[src/vtp_pkg.sv]
`default_nettype none
package vtp_pkg;

  localparam int FRAC_BITS = 16;
  localparam int ACC_W     = 66 - FRAC_BITS;
  localparam int NUM_W     = ACC_W + FRAC_BITS;
  localparam int QBITS     = 33;
  localparam int HI_W      = NUM_W - QBITS;
  localparam int NUM_REGS  = 8;
  localparam int IDX_W     = 4;

  localparam logic [1:0] OP_ROW_POINT = 2'd0;
  localparam logic [1:0] OP_ROW_DIR   = 2'd1;
  localparam logic [1:0] OP_COL_POINT = 2'd2;
  localparam logic [1:0] OP_UNUSED    = 2'd3;

  localparam logic [IDX_W-1:0] REG_R0_C01 = 4'd0;
  localparam logic [IDX_W-1:0] REG_R0_C23 = 4'd1;
  localparam logic [IDX_W-1:0] REG_R1_C01 = 4'd2;
  localparam logic [IDX_W-1:0] REG_R1_C23 = 4'd3;
  localparam logic [IDX_W-1:0] REG_R2_C01 = 4'd4;
  localparam logic [IDX_W-1:0] REG_R2_C23 = 4'd5;
  localparam logic [IDX_W-1:0] REG_R3_C01 = 4'd6;
  localparam logic [IDX_W-1:0] REG_R3_C23 = 4'd7;

  localparam logic [63:0] FX_ONE_LO = 64'(1) << FRAC_BITS;
  localparam logic [63:0] FX_ONE_HI = FX_ONE_LO << 32;

  typedef struct packed {
    logic [ACC_W-1:0] rem;
    logic [QBITS-1:0] lo;
  } div_lane_t;

  typedef struct packed {
    logic [1:0]            op;
    logic                  divide;
    logic                  skipped;
    logic [2:0]            ovf;
    logic [2:0]            neg;
    logic [ACC_W-1:0]      ad;
    logic [2:0][ACC_W-1:0] acc;
    div_lane_t [2:0]       lane;
  } div_item_t;

  typedef struct packed {
    logic [31:0] x;
    logic [31:0] y;
    logic [31:0] z;
    logic        skipped;
    logic        sat;
  } res_t;

endpackage
`default_nettype wire

[src/vtp_div_stage.sv]
`default_nettype none
module vtp_div_stage (
  input  wire logic              clk,
  input  wire logic              rst_n,
  input  wire logic              en,
  input  wire logic              in_v,
  input  wire vtp_pkg::div_item_t in_d,
  output logic                   out_v,
  output vtp_pkg::div_item_t     out_d
);
  import vtp_pkg::*;

  logic      out_v_r;
  div_item_t out_d_r;
  div_item_t step_nxt;
  logic [ACC_W:0] trial;

  always_comb begin
    step_nxt = in_d;
    trial = '0;
    for (int k = 0; k < 3; k++) begin
      trial = {in_d.lane[k].rem, in_d.lane[k].lo[QBITS-1]};
      if (trial >= {1'b0, in_d.ad}) begin
        step_nxt.lane[k].rem = ACC_W'(trial - {1'b0, in_d.ad});
        step_nxt.lane[k].lo  = {in_d.lane[k].lo[QBITS-2:0], 1'b1};
      end else begin
        step_nxt.lane[k].rem = trial[ACC_W-1:0];
        step_nxt.lane[k].lo  = {in_d.lane[k].lo[QBITS-2:0], 1'b0};
      end
    end
  end

  always_ff @(posedge clk) begin
    if (!rst_n) begin
      out_v_r <= 1'b0;
    end else if (en) begin
      out_v_r <= in_v;
    end
  end

  always_ff @(posedge clk) begin
    if (en) begin
      out_d_r <= step_nxt;
    end
  end

  assign out_v = out_v_r;
  assign out_d = out_d_r;
endmodule
`default_nettype wire

[config.mk]
export PLATFORM = sky130hd
export DESIGN_NAME = vtp_div_stage
export DESIGN_NICKNAME = d
export VERILOG_FILES = /design/src/vtp_pkg.sv /design/src/vtp_div_stage.sv
export SDC_FILE = /design/constraint.sdc
export NUM_CORES = 1
export LEC_CHECK = 0
export ABC_CLOCK_PERIOD_IN_PS = 6750
export BUFFER_PORTS_ARGS = -buffer_cell sky130_fd_sc_hd__buf_2
export CAP_MARGIN = 20
export CORE_AREA = 4 4 361 363
export CTS_BUF_LIST = sky130_fd_sc_hd__clkbuf_4
export DETAILED_ROUTE_END_ITERATION = 16
export DIE_AREA = 0 0 365 367
export GPL_ROUTABILITY_DRIVEN = 0
export GPL_TIMING_DRIVEN = 0
export SYNTH_ARGS = -nofsm -noshare
export SYNTH_HDL_FRONTEND = slang
export SYNTH_SLANG_ARGS = --single-unit
[constraint.sdc]
create_clock -name clk -period 6.75 [get_ports clk]
set_clock_uncertainty 0.05 [all_clocks]
set_input_delay 1.35 -clock clk [delete_from_list [all_inputs] [get_ports clk]]
set_output_delay 1.35 -clock clk [all_outputs]
set_load 0.005 [all_outputs]
# Word level (Yosys, flattened, before mapping)
# Index checks and enable logic that the tools add are counted.
[word_totals]
regBits = 460
latch_bits = 0
mem_bits_rw = 0
rom_bits = 0
inputBits = 463
word_cells = 25
n_memories = 0
[op_classes]
n_addsub = 3
multipliers = 0
n_div = 0
magnitude_cmp = 3
n_eq_ne = 0
shifts = 0
mux = 3
bitwise = 0
reduce_logical = 0
[ops]
columns = ["operator", "n"]
rows = [
  ["2-to-1 mux 83 bit", 3],
  ["greater-or-equal comparator 51 x 50 -> 1 bit", 3],
  ["subtractor 50 bit", 3],
]

# Logic depth before layout (Yosys ltp)
[depth]
word_depth = 2
depth_mapped = 16

# Worst setup path before layout
# No wires, ideal clock.
[synth_path]
kind = "input to register"
startpoint = "input in_d[115] (netlist name)"
endpoint = "register out_d_r (netlist bit out_d[160]), data pin"
setup_time_ps = 260
t_arrival_ps = 4266
required_ps = 6440
slack_ps = 2174
stages = 14
n_path_buf = 0
cell_sequence = "inv_1 ha_1 inv_1 fa_1 a21o_1 a221oi_2 o21ai_1 a41o_1 a211o_1 a21o_1 a311oi_4 o211ai_1 xor2_1 mux2_2"
[synth_lines]
columns = ["element", "line", "text"]
rows = [
  ["from (decl)", "vtp_div_stage.sv:7", "input wire vtp_pkg::div_item_t in_d,"],
  ["to (signal assigned)", "vtp_div_stage.sv:43", "out_d_r <= step_nxt;"],
  ["to (decl)", "vtp_div_stage.sv:14", "div_item_t out_d_r;"],
]

==> results.md <==
- Status: complete, no violations
- Data required, critical path: between 7 and 8 ns
- Drt first pass iters: 6
- Tot Pwr: ~0.0085 W
- Pwr/cell area: 256 mW/mm²
- Deepest clock path buffer count: 3
- Ranking of synthesized cells by area: edfxtp_1, ha_1, a21oi_1
- Via count: between 20000 and 25000
- Setup slack after layout: 1.60 ns
- Top cells by count, synth: edfxtp_1, a21oi_1, nand2_1
- CP bufs+invs: 5
- Post-synth top area share: between 50% and 60%
- Max Fclk: roughly 190 MHz
- Remaining antenna violation count: 0
- Metal3 WL: 15.2 mm
- First-pass GRT wire length: 180 mm
- Post-CTS setup buffer count: 0
- Die extent in x: 365 µm
- Setup WS pre-CTS: 0.430 ns
- LEAKAGE: 14.2 nW
- Vias per Instance: approximately 4.5
- Critical Path Max Stage Delay: roughly 0.59 ns
- Routed WL: ~140 mm
- Ys flop type: edfxtp_1
- Num ports: approximately 920
- Met2 WL: 67.3 mm
- Number of hold buffers added after cts: 0
- Root buf cell: clkbuf_4
- CP Capture Type: flop
- Synthesized area per cell: 11.9 µm²
- VDD IR-drop max: between 0.1 and 0.15 mV
- Post-synth top area cell: edfxtp_1
- Clock transition at the registers of the reported paths: 0.07 ns
- DRC errors left: 0
- Share of cells above drive strength 1: 38.7%
- Synth cell types: 89
- M1 WL: 49.1 mm
- Placement row count: 131
- Worst-path fanout max: 10
- Routed wire per std cell: roughly 28 µm
- Syn Nets: between 2000 and 3000
- Die footprint: 0.134 mm²
- GRT overflow: 0
- Sum Neg Setup Slack: 0 ns
- Initial Util: 19.3%
- CP startpoint kind: input port
- Syn Inst Count: 2062
- Tmin final: 5.15 ns
- Max-slew violation count: 0
- IO buf count: 922
- CTS Sinks: 460
- Crit-path slowest cell: nor4_1
- Endpoints failing setup: 0
- Final hold violations: 0
- # placed instances: 4653
- Final Non-Filler Cells: roughly 5000
- FFs w/ async S/R, synth: 0%
- Initial antenna violation count: 112
- Critical path's top delay family: compound AO/OA/AOI/OAI gates
- Critical path class: input port to flop
- Crit path DAT: 5.88 ns
- Vias in the first global route: 21900
- Post-DP HPWL: 115 mm
- Number of flops mapped to enable cells by yosys: 459
- CTS resizes: 0
- Hold slack: 0.373 ns
- Htree depth: 4
- Count leader, synth: edfxtp_1
- Yosys warns: 0
- Mapped Area: approximately 0.025 mm²
- Final #Nets: 3753
- Max Used Layer: met5
- Detailed Route Iter0 Violations: 1703
- Worst slew margin: roughly 44%
- RSZ-0062 raised after global routing: false
- Synth Register Bits: 460
- Largest net degree at the start of global routing: 119
- Max-Cap Viols: 0
- Die H: 367 µm
- Final Cycle Share: about three quarters
- Worst slew pin tran: 0.845 ns
- Sequential-to-total area share from yosys stat: 56.3%
- GRT Overall Usage: 19.7%
- Worst hold path class: input port to flop
- Clock buffer count from CTS: 144
- Worst path cell trace: buf_2 -> inv_1 -> ha_1 -> clkbuf_1 -> nand4_1 -> nor4_1 -> o211ai_1 -> a21boi_1 -> o21ai_1 -> o21ai_1 -> o41ai_4 -> buf_6 -> buf_2 -> mux2_2
- Area growth syn-to-layout: 35.9%
- CORE AREA: about 0.13 mm²
- Insertion delay to the later sink of the worst-skew pair: 1.02 ns
- CTS tree: done
## metal layers
metal,GRT usage [%],vias to the layer above
li1,-,10100
met1,21.0,10700
met2,34.0,1113
met3,8.53,274
met4,7.96,50
met5,0.182,-
## logic make-up (layout without fill, tap and decap cells)
group	Yosys count	count (layout)	share of synthesized area [%]
buffers and inverters	175	1362	2.93
AO/OA/AOI/OAI	597	597	15.7
AND/OR/NAND/NOR	483	483	9.53
flip-flops	460	460	56.3
multiplexers	67	67	3.05
XOR/XNOR	127	127	4.54
other	0	43	0
adder cells (fa/ha/maj)	153	153	7.90
## report_power, final
part / switching (W) / internal [W]
combinational: 0.00124 / 0.000774
clock: 0.00146 / 0.00145
sequential: 0.0000759 / 0.00352
total: 0.00277 / 0.00574
## registers in the layout, indices dropped and copies added (netlist names)
| register | count |
|---|---|
| out_d | 459 |
| out_v | 1 |
## area by class of cell
class | count | area (µm²)
Antenna cell | 43 | 108
Buffer | 80 | 358
Clock buffer | 183 | 1370
Clock inverter | 75 | 465
Fill cell | 13600 | 93700
Inverter | 95 | 359
Multi-Input combinational cell | 1427 | 9990
Sequential cell | 460 | 13800
Tap cell | 1662 | 2080
Timing Repair Buffer | 929 | 4760
## worst register-to-register path: stages (launching register included)
cell	delay (ns)
dfxtp_1	0.31
mux2i_1	0.12
nor2b_1	0.06
## cell usage in the layout, fill, tap and decap left out, types with 19 or more instances in the layout
master    Yosys  layout
inv_1        94      94
mux2_2       61      61
clkbuf_1     54      54
clkbuf_4      0     183
nand4_1      42      42
edfxtp_1    459     459
diode_2       0      43
a21oi_1     198     198
buf_2        17     940
o21ai_0     119     119
ha_1        150     150
o21a_1       22      22
nand3_1      42      42
nor2b_1      19      19
nor3_1       27      27
nand2_1     163     163
clkinv_1      0      46
xor2_1       43      43
xnor2_1      84      84
nor2_1      106     106
a21o_1       83      83
o21bai_1     34      34
## path summary, 6_finish.rpt
check / from / slack [ns] / cells after the start / endpoint
max: in_d[425] / 1.60 / 14 / out_d[162]
min: in_d[351] / 0.37 / 1 / out_d[351]
max reg2reg: out_v / 6.10 / 2 / out_v
min reg2reg: out_v / 0.48 / 2 / out_v
## stage by stage
stage                     cell area (µm²)  utilization (%)
after detailed placement            31400             24.7
after global placement              31200             24.6
after floorplan                     24500                -
after global routing                33200             26.2
final                               33300             26.2
after CTS                           33200             26.1
(Power assumes the default switching activity.)
